File: src/sv/bmblc_pkg.sv
// shared types and constants of the blind motor button and limit controller
package bmblc_pkg;

   // one input beat: sampled pin levels
   typedef struct packed {
      logic down_level;
      logic up_level;
      logic top_level;
      logic bottom_level;
   } req_type;

   // one result beat
   typedef struct packed {
      logic [1:0] motor_request;
      logic       request_issued;
      logic       top_reached_flag;
      logic       bottom_reached_flag;
   } rsp_type;

   // configuration registers as seen by the control logic
   typedef struct packed {
      logic [15:0] debounce_ticks;
      logic [23:0] top_reaction_ticks;
      logic [23:0] bottom_reaction_ticks;
   } cfg_type;

   // register indexes
   localparam logic [1:0] REG_DEBOUNCE        = 2'd0;
   localparam logic [1:0] REG_TOP_REACTION    = 2'd1;
   localparam logic [1:0] REG_BOTTOM_REACTION = 2'd2;

   // register reset values
   localparam logic [15:0] DEBOUNCE_RESET = 16'd20000;
   localparam logic [23:0] REACTION_RESET = 24'd1000000;

   // motor request codes
   localparam logic [1:0] REQ_OFF = 2'd0;
   localparam logic [1:0] REQ_CW  = 2'd1;
   localparam logic [1:0] REQ_ACW = 2'd2;

   // limit sequence phases
   localparam logic [1:0] LIMIT_IDLE     = 2'd0;
   localparam logic [1:0] LIMIT_DEBOUNCE = 2'd1;
   localparam logic [1:0] LIMIT_REACTION = 2'd2;

   // bit positions in the level vector
   localparam int LV_DOWN   = 0;
   localparam int LV_UP     = 1;
   localparam int LV_TOP    = 2;
   localparam int LV_BOTTOM = 3;

endpackage

File: src/sv/bmblc_csr.sv
// apb configuration registers
module bmblc_csr
   import bmblc_pkg::*;
(
   input  logic        clock,
   input  logic        reset,
   input  logic        psel,
   input  logic        penable,
   input  logic        pwrite,
   input  logic [3:0]  paddr,
   input  logic [31:0] pwdata,
   output logic [31:0] prdata,
   output logic        pready,
   output cfg_type     cfg
);

   logic [15:0] debounce_ff;
   logic [23:0] top_reaction_ff;
   logic [23:0] bottom_reaction_ff;
   logic        wr_en;
   logic [1:0]  reg_index;

   assign pready    = 1'b1;
   assign wr_en     = psel && penable && pwrite;
   assign reg_index = paddr[3:2];

   // register writes
   always_ff @(posedge clock) begin
      if (reset) begin
         debounce_ff        <= DEBOUNCE_RESET;
         top_reaction_ff    <= REACTION_RESET;
         bottom_reaction_ff <= REACTION_RESET;
      end else if (wr_en) begin
         if (reg_index == REG_DEBOUNCE) begin
            debounce_ff <= pwdata[15:0];
         end
         if (reg_index == REG_TOP_REACTION) begin
            top_reaction_ff <= pwdata[23:0];
         end
         if (reg_index == REG_BOTTOM_REACTION) begin
            bottom_reaction_ff <= pwdata[23:0];
         end
      end
   end

   // read mux
   always_comb begin
      unique case (reg_index)
         REG_DEBOUNCE:        prdata = {16'd0, debounce_ff};
         REG_TOP_REACTION:    prdata = {8'd0, top_reaction_ff};
         REG_BOTTOM_REACTION: prdata = {8'd0, bottom_reaction_ff};
         default:             prdata = 32'd0;
      endcase
   end

   assign cfg.debounce_ticks        = debounce_ff;
   assign cfg.top_reaction_ticks    = top_reaction_ff;
   assign cfg.bottom_reaction_ticks = bottom_reaction_ff;

endmodule

File: src/sv/bmblc_step.sv
// per-tick controller state and next-state logic
module bmblc_step
   import bmblc_pkg::*;
(
   input  logic    clock,
   input  logic    reset,
   input  logic    step_en,
   input  req_type step_req,
   input  cfg_type cfg,
   output rsp_type step_rsp
);

   logic [3:0]  previous_levels_ff, previous_levels_in;
   logic        started_ff, started_in;
   logic        button_watch_armed_ff, button_watch_armed_in;
   logic        limit_watch_armed_ff, limit_watch_armed_in;
   logic        button_busy_ff, button_busy_in;
   logic        button_is_up_ff, button_is_up_in;
   logic [15:0] button_count_ff, button_count_in;
   logic [1:0]  limit_phase_ff, limit_phase_in;
   logic        limit_is_top_ff, limit_is_top_in;
   logic [23:0] limit_count_ff, limit_count_in;
   logic        top_reached_ff, top_reached_in;
   logic        bottom_reached_ff, bottom_reached_in;
   logic [1:0]  last_request_ff, last_request_in;
   logic        issued;
   logic [3:0]  lv;
   logic [3:0]  rise;
   logic        limit_high;
   logic        button_high;

   assign lv = {step_req.bottom_level, step_req.top_level,
                step_req.up_level, step_req.down_level};
   assign rise        = lv & ~previous_levels_ff;
   assign limit_high  = limit_is_top_ff ? lv[LV_TOP] : lv[LV_BOTTOM];
   assign button_high = button_is_up_ff ? lv[LV_UP] : lv[LV_DOWN];

   // next state for one tick: limit timer, button timer, then new edges
   always_comb begin
      previous_levels_in    = previous_levels_ff;
      started_in            = started_ff;
      button_watch_armed_in = button_watch_armed_ff;
      limit_watch_armed_in  = limit_watch_armed_ff;
      button_busy_in        = button_busy_ff;
      button_is_up_in       = button_is_up_ff;
      button_count_in       = button_count_ff;
      limit_phase_in        = limit_phase_ff;
      limit_is_top_in       = limit_is_top_ff;
      limit_count_in        = limit_count_ff;
      top_reached_in        = top_reached_ff;
      bottom_reached_in     = bottom_reached_ff;
      last_request_in       = last_request_ff;
      issued                = 1'b0;

      if (!started_ff) begin
         // first tick only loads levels and limit flags
         started_in         = 1'b1;
         previous_levels_in = lv;
         top_reached_in     = lv[LV_TOP];
         bottom_reached_in  = lv[LV_BOTTOM];
      end else begin
         // limit timer
         if (limit_phase_ff == LIMIT_DEBOUNCE || limit_phase_ff == LIMIT_REACTION) begin
            if (limit_count_ff <= 24'd1) begin
               if (limit_phase_ff == LIMIT_REACTION) begin
                  limit_watch_armed_in  = 1'b1;
                  button_watch_armed_in = 1'b1;
               end
               if (limit_high) begin
                  // switch confirmed or still held: drive away from it
                  if (limit_is_top_ff) begin
                     top_reached_in  = 1'b1;
                     last_request_in = REQ_CW;
                     limit_count_in  = cfg.top_reaction_ticks;
                  end else begin
                     bottom_reached_in = 1'b1;
                     last_request_in   = REQ_ACW;
                     limit_count_in    = cfg.bottom_reaction_ticks;
                  end
                  issued         = 1'b1;
                  limit_phase_in = LIMIT_REACTION;
               end else if (limit_phase_ff == LIMIT_DEBOUNCE) begin
                  // bounce: drop the sequence quietly
                  limit_phase_in        = LIMIT_IDLE;
                  limit_watch_armed_in  = 1'b1;
                  button_watch_armed_in = 1'b1;
               end else begin
                  // released after reaction
                  if (limit_is_top_ff) begin
                     top_reached_in = 1'b0;
                  end else begin
                     bottom_reached_in = 1'b0;
                  end
                  last_request_in = REQ_OFF;
                  issued          = 1'b1;
                  limit_phase_in  = LIMIT_IDLE;
               end
            end else begin
               limit_count_in = limit_count_ff - 24'd1;
            end
         end else begin
            limit_phase_in = LIMIT_IDLE;
         end

         // button timer
         if (button_busy_ff) begin
            if (button_count_ff <= 16'd1) begin
               if (button_high) begin
                  if (button_is_up_ff) begin
                     if (!top_reached_in) begin
                        last_request_in = REQ_ACW;
                        issued          = 1'b1;
                     end
                  end else begin
                     if (!bottom_reached_in) begin
                        last_request_in = REQ_CW;
                        issued          = 1'b1;
                     end
                  end
                  button_count_in = cfg.debounce_ticks;
               end else begin
                  last_request_in       = REQ_OFF;
                  issued                = 1'b1;
                  button_busy_in        = 1'b0;
                  button_watch_armed_in = 1'b1;
               end
            end else begin
               button_count_in = button_count_ff - 16'd1;
            end
         end

         // new rising edges, limits first
         if (limit_watch_armed_in && (rise[LV_TOP] || rise[LV_BOTTOM])) begin
            limit_is_top_in       = rise[LV_TOP];
            limit_watch_armed_in  = 1'b0;
            button_watch_armed_in = 1'b0;
            limit_phase_in        = LIMIT_DEBOUNCE;
            limit_count_in        = {8'd0, cfg.debounce_ticks};
         end else if (button_watch_armed_in && (rise[LV_DOWN] || rise[LV_UP])) begin
            button_is_up_in       = !rise[LV_DOWN];
            button_watch_armed_in = 1'b0;
            button_busy_in        = 1'b1;
            button_count_in       = cfg.debounce_ticks;
         end

         previous_levels_in = lv;
      end
   end

   // control state
   always_ff @(posedge clock) begin
      if (reset) begin
         previous_levels_ff    <= 4'd0;
         started_ff            <= 1'b0;
         button_watch_armed_ff <= 1'b1;
         limit_watch_armed_ff  <= 1'b1;
         button_busy_ff        <= 1'b0;
         button_is_up_ff       <= 1'b0;
         button_count_ff       <= 16'd0;
         limit_phase_ff        <= LIMIT_IDLE;
         limit_is_top_ff       <= 1'b0;
         limit_count_ff        <= 24'd0;
         top_reached_ff        <= 1'b0;
         bottom_reached_ff     <= 1'b0;
         last_request_ff       <= REQ_OFF;
      end else if (step_en) begin
         previous_levels_ff    <= previous_levels_in;
         started_ff            <= started_in;
         button_watch_armed_ff <= button_watch_armed_in;
         limit_watch_armed_ff  <= limit_watch_armed_in;
         button_busy_ff        <= button_busy_in;
         button_is_up_ff       <= button_is_up_in;
         button_count_ff       <= button_count_in;
         limit_phase_ff        <= limit_phase_in;
         limit_is_top_ff       <= limit_is_top_in;
         limit_count_ff        <= limit_count_in;
         top_reached_ff        <= top_reached_in;
         bottom_reached_ff     <= bottom_reached_in;
         last_request_ff       <= last_request_in;
      end
   end

   // result of this tick, taken by the output register
   assign step_rsp.motor_request       = last_request_in;
   assign step_rsp.request_issued      = issued;
   assign step_rsp.top_reached_flag    = top_reached_in;
   assign step_rsp.bottom_reached_flag = bottom_reached_in;

endmodule

File: src/sv/bmblc_out_reg.sv
// result register between the controller and the result channel
module bmblc_out_reg
   import bmblc_pkg::*;
(
   input  logic    clock,
   input  logic    reset,
   input  logic    in_valid,
   output logic    in_ready,
   input  rsp_type in_data,
   output logic    out_valid,
   input  logic    out_ready,
   output rsp_type out_data
);

   logic    valid_ff;
   rsp_type data_ff;

   // refill whenever the held beat leaves or none is held
   assign in_ready = !valid_ff || out_ready;

   always_ff @(posedge clock) begin
      if (reset) begin
         valid_ff <= 1'b0;
      end else if (in_ready) begin
         valid_ff <= in_valid;
      end
   end

   always_ff @(posedge clock) begin
      if (in_ready && in_valid) begin
         data_ff <= in_data;
      end
   end

   assign out_valid = valid_ff;
   assign out_data  = data_ff;

endmodule

File: src/sv/blind_motor_button_limit_control_core.sv
// top level of the blind motor button and limit controller
//
//   channel  | direction | payload   | handshake
//   ---------+-----------+-----------+------------------------------
//   req      | in        | req_type  | req_valid / req_ready
//   rsp      | out       | rsp_type  | rsp_valid / rsp_ready
//   csr      | in/out    | 32b regs  | apb psel / penable / pready
//
// one tick is taken every clock while req_valid and req_ready are high; its
// result is registered and appears in the next cycle in the result register.
// the only loop is the controller state feeding back into its next-state logic.
// reset is synchronous and defaults state, config registers and result valid.
// a stalled result holds only the input side: req_ready falls while a beat
// waits and rsp_ready is low.
module blind_motor_button_limit_control_core
   import bmblc_pkg::*;
(
   input  logic        clock,
   input  logic        reset,
   input  logic        req_valid,
   output logic        req_ready,
   input  req_type     req_data,
   output logic        rsp_valid,
   input  logic        rsp_ready,
   output rsp_type     rsp_data,
   input  logic        psel,
   input  logic        penable,
   input  logic        pwrite,
   input  logic [3:0]  paddr,
   input  logic [31:0] pwdata,
   output logic [31:0] prdata,
   output logic        pready
);

   cfg_type cfg;
   rsp_type step_rsp;
   logic    step_en;

   assign step_en = req_valid && req_ready;

   // configuration registers
   bmblc_csr u_csr (
      .clock   (clock),
      .reset   (reset),
      .psel    (psel),
      .penable (penable),
      .pwrite  (pwrite),
      .paddr   (paddr),
      .pwdata  (pwdata),
      .prdata  (prdata),
      .pready  (pready),
      .cfg     (cfg)
   );

   // controller state and tick logic
   bmblc_step u_step (
      .clock    (clock),
      .reset    (reset),
      .step_en  (step_en),
      .step_req (req_data),
      .cfg      (cfg),
      .step_rsp (step_rsp)
   );

   // result register
   bmblc_out_reg u_out_reg (
      .clock     (clock),
      .reset     (reset),
      .in_valid  (req_valid),
      .in_ready  (req_ready),
      .in_data   (step_rsp),
      .out_valid (rsp_valid),
      .out_ready (rsp_ready),
      .out_data  (rsp_data)
   );

endmodule

File: config.mk
export PLATFORM = sky130hd
export DESIGN_NAME = blind_motor_button_limit_control_core
export DESIGN_NICKNAME = d
export VERILOG_FILES = /design/src/sv/bmblc_pkg.sv /design/src/sv/bmblc_csr.sv /design/src/sv/bmblc_step.sv /design/src/sv/bmblc_out_reg.sv /design/src/sv/blind_motor_button_limit_control_core.sv
export SDC_FILE = /design/constraint.sdc
export NUM_CORES = 1
export LEC_CHECK = 0
export ABC_AREA = 1
export BUFFER_PORTS_ARGS = -buffer_cell sky130_fd_sc_hd__buf_2
export CAP_MARGIN = 15
export CORE_ASPECT_RATIO = 1.5
export CORE_MARGIN = 10
export CORE_UTILIZATION = 40
export CTS_BUF_LIST = sky130_fd_sc_hd__clkbuf_8
export DETAILED_ROUTE_END_ITERATION = 10
export PLACE_DENSITY = 0.64
export SYNTH_ARGS = -nofsm -noshare
export SYNTH_HDL_FRONTEND = slang
export SYNTH_SLANG_ARGS = --single-unit
File: constraint.sdc
create_clock -name clock -period 3.63 [get_ports clock]
set_clock_uncertainty 0.2 [all_clocks]
set_input_delay 0.1815 -clock clock [delete_from_list [all_inputs] [get_ports clock]]
set_output_delay 0.1815 -clock clock [all_outputs]
set_load 0.005 [all_outputs]
==> results.json, run 1 <==
{
  "outcome": "finished clean",
  "antenna_found_initial": 0,
  "grt.total_usage_pct": 19.4,
  "rows": 61,
  "grt_start_max_net_pins": 53,
  "critPathCaptureType": "flip-flop",
  "hold_class": "in -> reg",
  "post_drt_wl_per_cell_um": 16.2,
  "r2r-end": "u_step.button_count_ff[3]",
  "tns_ns": 0,
  "clk_pin_slew_worst_paths_ns": 0.09,
  "ff2ff_setup_slack_ns": 0.61,
  "dp.cells": 1446,
  "initial_utilization_pct": 40.6,
  "ant_nets": 0,
  "worstHoldStart": "reset",
  "grt_pass1_vias": 7637,
  "holdPathEnd": "u_step.limit_count_ff[20]",
  "root_buffer": "clkbuf_8",
  "num_io_pins": 87,
  "clock-sinks": 126,
  "post-cts-setup-buffer-count": 0,
  "yosysSeqAreaShare_pct": 34.2,
  "vias": 7805,
  "worstRegToRegCells": 15,
  "max-slew-margin-rel_pct": 33.5,
  "cts_htree_levels": 4,
  "cap_violations": 0,
  "finalHoldViolations": 0,
  "synth_top_area_share_pct": 32.2,
  "gp_congestion": 0.907,
  "firstDrtPassIters": 5,
  "io_buffers": 67,
  "cts_buffers": 17,
  "postCtsHoldBufs": 31,
  "fin_nets": 1297,
  "grt_first_pass_wirelength_um": 39400,
  "wirelength_um": 24400,
  "die_h_um": 188,
  "crit_slowest_cell": "dfxtp_1",
  "fmax_ghz": 0.331,
  "synth_common_cells": "nand2_1, nor2_1, o21ai_0",
  "synth_area_per_cell_um2": 6.44,
  "cp-start-kind": "flip-flop",
  "cp_cell_sequence": "inv_1 > ha_1 > inv_1 > nand2_1 > nand3_1 > nor2_2 > nand4_2 > nand2_2 > nand2_4 > nand3_4 > nor2_4 > inv_1 > nor2_1 > nor2_1 > nor2_1",
  "die_x_um": 132,
  "async_reset_ff_share_pct": 0,
  "ys.flop_type": "dfxtp_1",
  "rsz0062_at_grt": "no",
  "crit_required_ns": 3.83,
  "finalSetupViolations": 0,
  "synth_edf_count": 5,
  "n_fill_cell": 1968,
  "synth_cells": 1169,
  "first_iter_violations": 532,
  "crit_type": "reg -> reg",
  "max_stage_delay_ns": 0.41,
  "cp_max_fo": 35,
  "globalRouteOverflowTotal": 0,
  "cts_resized": 0,
  "n_antenna_cell": 0,
  "synth_area_leaders": "dfxtp_1, nand2_1, o21ai_0, nor2_1, inv_1",
  "drc": 0,
  "r2r_start": "u_step.limit_count_ff[0]",
  "worstMarginPinSlew_ns": 0.997,
  "dieArea_um2": 24800,
  "synth_cell_types": 45,
  "synth-seq-cells": 126,
  "hpwl_um": 17100,
  "yosys.area.top_type": "dfxtp_1",
  "coreArea_um2": 18500,
  "fin_cells": 1509,
  "hold_depth": 2,
  "p_leak_nw": 3.94,
  "fin_crit_ns": 3.02,
  "finalCritPeriodShare_pct": 83.2,
  "cp_data_arrival_time_ns": 3.22,
  "synth_most_common_cell": "nand2_1",
  "clock_path_buffers": 2,
  "powerDensity_nw_per_um2": 416,
  "area_delta_synth_final_pct": 15.3,
  "clkLatencyLatePin_ns": 0.46,
  "cts_tree": "yes",
  "ys_warn_count": 0,
  "vdd_drop_max_v": 0.000259,
  "syn_area_um2": 7530,
  "drv_slew": 0,
  "layout-drive-gt1-share_pct": 12.0,
  "via_per_inst": 5.17
}
==> cell usage in the layout (no fill, tap or decap), types with 4 or more instances in the layout <==
cell,count
a21oi_1,65
buf_2,67
buf_4,15
clkbuf_8,17
conb_1,9
dfxtp_1,121
dlygate4sd3_1,31
edfxtp_1,5
ha_1,6
inv_1,92
inv_2,4
inv_4,4
inv_6,7
mux2i_1,11
nand2_1,307
nand2_2,6
nand3_1,67
nand4_1,7
nor2_1,169
nor2_2,10
nor3_1,5
o211ai_1,36
o21ai_0,132
xnor2_1,12
xor2_1,14
==> cell type report <==
type / instances / area [um^2] / share of cell area [%]
multi-input combinational: 886 / 4270 / 49.2
sequential: 126 / 2570 / 29.6
timing repair buffer: 113 / 758 / 8.74
inverter: 100 / 380 / 4.38
tap: 252 / 315 / 3.63
clock buffer: 17 / 234 / 2.70
clock inverter: 15 / 145 / 1.67
==> critical path, delay by kind of cell, from the launching register on <==
kind / cells / cell delay, ns
AND/OR/NAND/NOR: 11 / 1.69
flip-flops: 1 / 0.41
buffers and inverters: 3 / 0.40
adder cells (fa/ha/maj): 1 / 0.25
==> worst max path at each step <==
stage,slack (ns),startpoint,depth (start not counted),to
floorplan,1.50,u_step.limit_count_ff[0],16,u_step.limit_count_ff[3]
global placement,0.62,u_step.limit_count_ff[0],15,u_step.button_count_ff[3]
detailed placement,0.63,u_step.limit_count_ff[0],15,u_step.button_count_ff[3]
CTS,0.63,u_step.limit_count_ff[0],15,u_step.limit_count_ff[14]
global route,0.36,u_step.limit_count_ff[0],15,u_step.button_count_ff[5]
finish,0.61,u_step.limit_count_ff[0],15,u_step.button_count_ff[3]
==> routing by layer <==
layer	up-vias	GRT usage, %	wire [um]
met5	-	0	0
li1	3934	-	-
met3	69	3.37	1110
met1	3588	20.4	9610
met4	0	12.4	1270
met2	214	34.7	12400
==> stage by stage <==
stage          worst slack, ns  total power [W]  util (%)  cell area [um^2]  hold slack, ns
5_1_grt                  0.363          0.00379      46.8              8680          0.0202
2_1_floorplan             1.50          0.00213         -              7550           0.108
3_5_place_dp             0.634          0.00236      43.1              7990           0.216
3_3_place_gp             0.618          0.00235      43.1              7990           0.210
4_1_cts                  0.630          0.00361      46.8              8680         0.00142
6_report                 0.609          0.00361      46.8              8680          0.0231
==> sequential cells by signal, summed over array words and instances (netlist names) <==
name and cells:
u_step.limit_count_ff 24, u_step.button_is_up_ff 1, u_step.button_busy_ff 1, u_step.started_ff 1, u_step.limit_watch_armed_ff 1, u_step.bottom_reached_ff 1
u_out_reg.out_data 5, u_step.previous_levels_ff 4, u_csr.top_reaction_ff 24, u_out_reg.out_valid 1, u_csr.bottom_reaction_ff 24, u_csr.debounce_ff 16
u_step.button_watch_armed_ff 1, u_step.button_count_ff 16, u_step.top_reached_ff 1, u_step.limit_phase_ff 2, u_step.last_request_ff 2, u_step.limit_is_top_ff 1
==> kinds of logic after synthesis <==
kind of cell	share of synthesized area (%)
flops	34.2
other cells	0.0998
simple gates	32.2
xor+xnor	3.02
compound gates	18.6
buf+inv	9.44
fa+ha+maj	0.997
mux	1.46
==> where the power goes <==
group / leakage [nW] / total [W] / internal [W] / switching [W]
Sequential: 1.03 / 0.00148 / 0.00144 / 0.0000443
Combinational: 2.71 / 0.000876 / 0.000297 / 0.000579
Clock: 0.201 / 0.00125 / 0.000564 / 0.000682
Total: 3.94 / 0.00361 / 0.00230 / 0.00131
Note: power is estimated with default switching activity, not from simulation.
==> run 2, diff against run 1 <==
Settings changed: PLACE_DENSITY 0.64 to 0.66.
Clock period 3.63 ns to 2.5 ns, I/O delays scaled along.
==> run 2 against run 1 <==
Compared with the run above:
- cell area increased by 4.1%
- first-iteration DRC count decreased by 2.6%
- worst hold slack improved by 0.046 ns
- register-to-register slack got worse by 0.44 ns
==> results.json, run 2 (same netlist as run 1, synthesis figures left out) <==
{
  "outcome": "finished clean",
  "io_buffers": 67,
  "r2r_start": "u_step.limit_count_ff[1]",
  "powerDensity_nw_per_um2": 608,
  "clkLatencyLatePin_ns": 0.44,
  "finalSetupViolations": 0,
  "cp_max_fo": 12,
  "rows": 61,
  "drv_slew": 0,
  "fin_crit_ns": 2.33,
  "r2r-end": "u_step.limit_count_ff[6]",
  "final_cell_mix": "nand2_1, nor2_1, o21ai_0",
  "worstRegToRegCells": 15,
  "power.total_w": 0.00549,
  "crit_required_ns": 2.67,
  "vias": 7946,
  "finalHoldViolations": 0,
  "cp-start-kind": "flip-flop",
  "swShare_pct": 33.3,
  "ant_nets": 0,
  "die_h_um": 188,
  "cp_data_arrival_time_ns": 2.50,
  "seqPwrFrac_pct": 39.2,
  "n_antenna_cell": 0,
  "clock_path_buffers": 2,
  "critPathCaptureType": "flip-flop",
  "n_fill_cell": 1886,
  "num_io_pins": 87,
  "root_buffer": "clkbuf_8",
  "initial_utilization_pct": 40.6,
  "pre_cts_slack_ns": 0.0844,
  "p_comb_share_pct": 24.7,
  "globalRouteOverflowTotal": 0,
  "cts_buffers": 17,
  "clk_pin_slew_worst_paths_ns": 0.08,
  "worstMarginPinSlew_ns": 0.965,
  "layout-drive-gt1-share_pct": 14.1,
  "multi_input_area_um2": 4330,
  "gp_congestion": 0.882,
  "fin_nets": 1318,
  "max-slew-margin-rel_pct": 35.6,
  "crit_type": "reg -> reg",
  "p_leak_nw": 4.10,
  "layout_commonest_cell": "nand2_1",
  "cts_htree_levels": 4,
  "p_int_w": 0.00366,
  "p_sw_w": 0.00183,
  "fin_cells": 1530,
  "fin_ws_ns": 0.172,
  "grt.total_usage_pct": 19.1,
  "ff2ff_setup_slack_ns": 0.17,
  "grt_pass1_vias": 7417,
  "crit_end": "u_step.limit_count_ff[6]",
  "crit_start": "u_step.limit_count_ff[1]",
  "coreArea_um2": 18500,
  "dp.cells": 1463,
  "finalCritPeriodShare_pct": 93.1,
  "dieArea_um2": 24800,
  "antenna_found_initial": 0,
  "drc": 0,
  "vdd_drop_max_v": 0.000381,
  "cts_tree": "yes",
  "grt_first_pass_wirelength_um": 39000,
  "fmax_ghz": 0.430,
  "post_drt_wl_per_cell_um": 16.2,
  "reg_top3": "u_csr.bottom_reaction_ff: 24 flops, u_csr.top_reaction_ff: 24 flops, u_step.limit_count_ff: 24 flops",
  "wirelength_um": 24700,
  "via_per_inst": 5.19,
  "area_delta_synth_final_pct": 20.0,
  "grt_start_max_net_pins": 34,
  "rsz0062_at_grt": "yes",
  "clock-sinks": 126,
  "die_x_um": 132,
  "cap_violations": 0,
  "first_iter_violations": 518,
  "register_area_um2": 2570,
  "final_cell_area_um2": 9030,
  "postPlaceCellArea_um2": 8150,
  "clockPowerShare_pct": 36.1,
  "firstDrtPassIters": 5,
  "hold_class": "in -> reg",
  "final_util_pct": 48.7,
  "hpwl_um": 17200
}
-- run 2: worst max-delay path, stage by stage (launching register included) --
cell	delay, ns
dfxtp_1	0.33
inv_2	0.08
ha_2	0.18
inv_1	0.05
nand2_2	0.10
nand3_1	0.09
nor2_2	0.17
nand4_2	0.13
nand2_2	0.12
nand2_4	0.09
inv_4	0.11
nand2_4	0.08
nand2_8	0.16
clkbuf_16	0.18
o21ai_0	0.07
nor2_1	0.11
-- run 2: area by class of cell --
cell class	count	share of cell area (%)
multi-input combinational	886	47.9
inverter	100	4.29
tap	252	3.49
clock inverter	15	2.19
clock buffer	17	2.59
timing repair buffer	134	11.0
sequential	126	28.5
-- run 2: what timing repair did --
item                                   CTS  global route
setup endpoints to repair                0            46
endpoints found under the hold margin   89             0
hold buffers                            32             0
gates resized for setup                  0            20
setup buffers                            0             1
-- run 2: per-layer routing --
metal  vias to the layer above  routed length (um)  global-route usage [%]  part of all wire (%)
met4                         0                1160                    10.2                   4.7
li1                       3967                   -                       -                     -
met1                      3658                9740                    21.0                    39
met5                         -                   0                       0                     0
met2                       254               12700                    34.5                    52
met3                        67                1090                    2.89                   4.4
-- run 2: power by group through the flow --
stage / Clock [W] / Sequential, W / Combinational (W)
CTS: 0.00198 / 0.00215 / 0.00131
floorplan: 0 / 0.00218 / 0.000916
global route: 0.00207 / 0.00216 / 0.00153
detailed placement: 0 / 0.00220 / 0.00127
finish: 0.00198 / 0.00215 / 0.00136
global placement: 0 / 0.00220 / 0.00126
-- run 2: worst min path at each step --
stage / end / startpoint / cells after the start / slack [ns]
2_1_floorplan: u_csr.bottom_reaction_ff[14] / pwdata[14] / 2 / 0.05
3_3_place_gp: u_csr.top_reaction_ff[16] / pwdata[16] / 3 / 0.15
3_5_place_dp: u_csr.top_reaction_ff[16] / pwdata[16] / 3 / 0.16
4_1_cts: u_csr.debounce_ff[9] / paddr[2] / 6 / 0.07
5_1_grt: u_csr.debounce_ff[9] / paddr[3] / 6 / 0.09
6_report: u_csr.debounce_ff[9] / paddr[2] / 7 / 0.07
-- run 2: through the flow --
step | hold slack (ns) | setup TNS (ns)
detailed placement | 0.157 | 0
global placement | 0.154 | 0
floorplan | 0.0513 | 0
finish | 0.0693 | 0
CTS | 0.0674 | 0
global route | 0.0918 | -0.0314
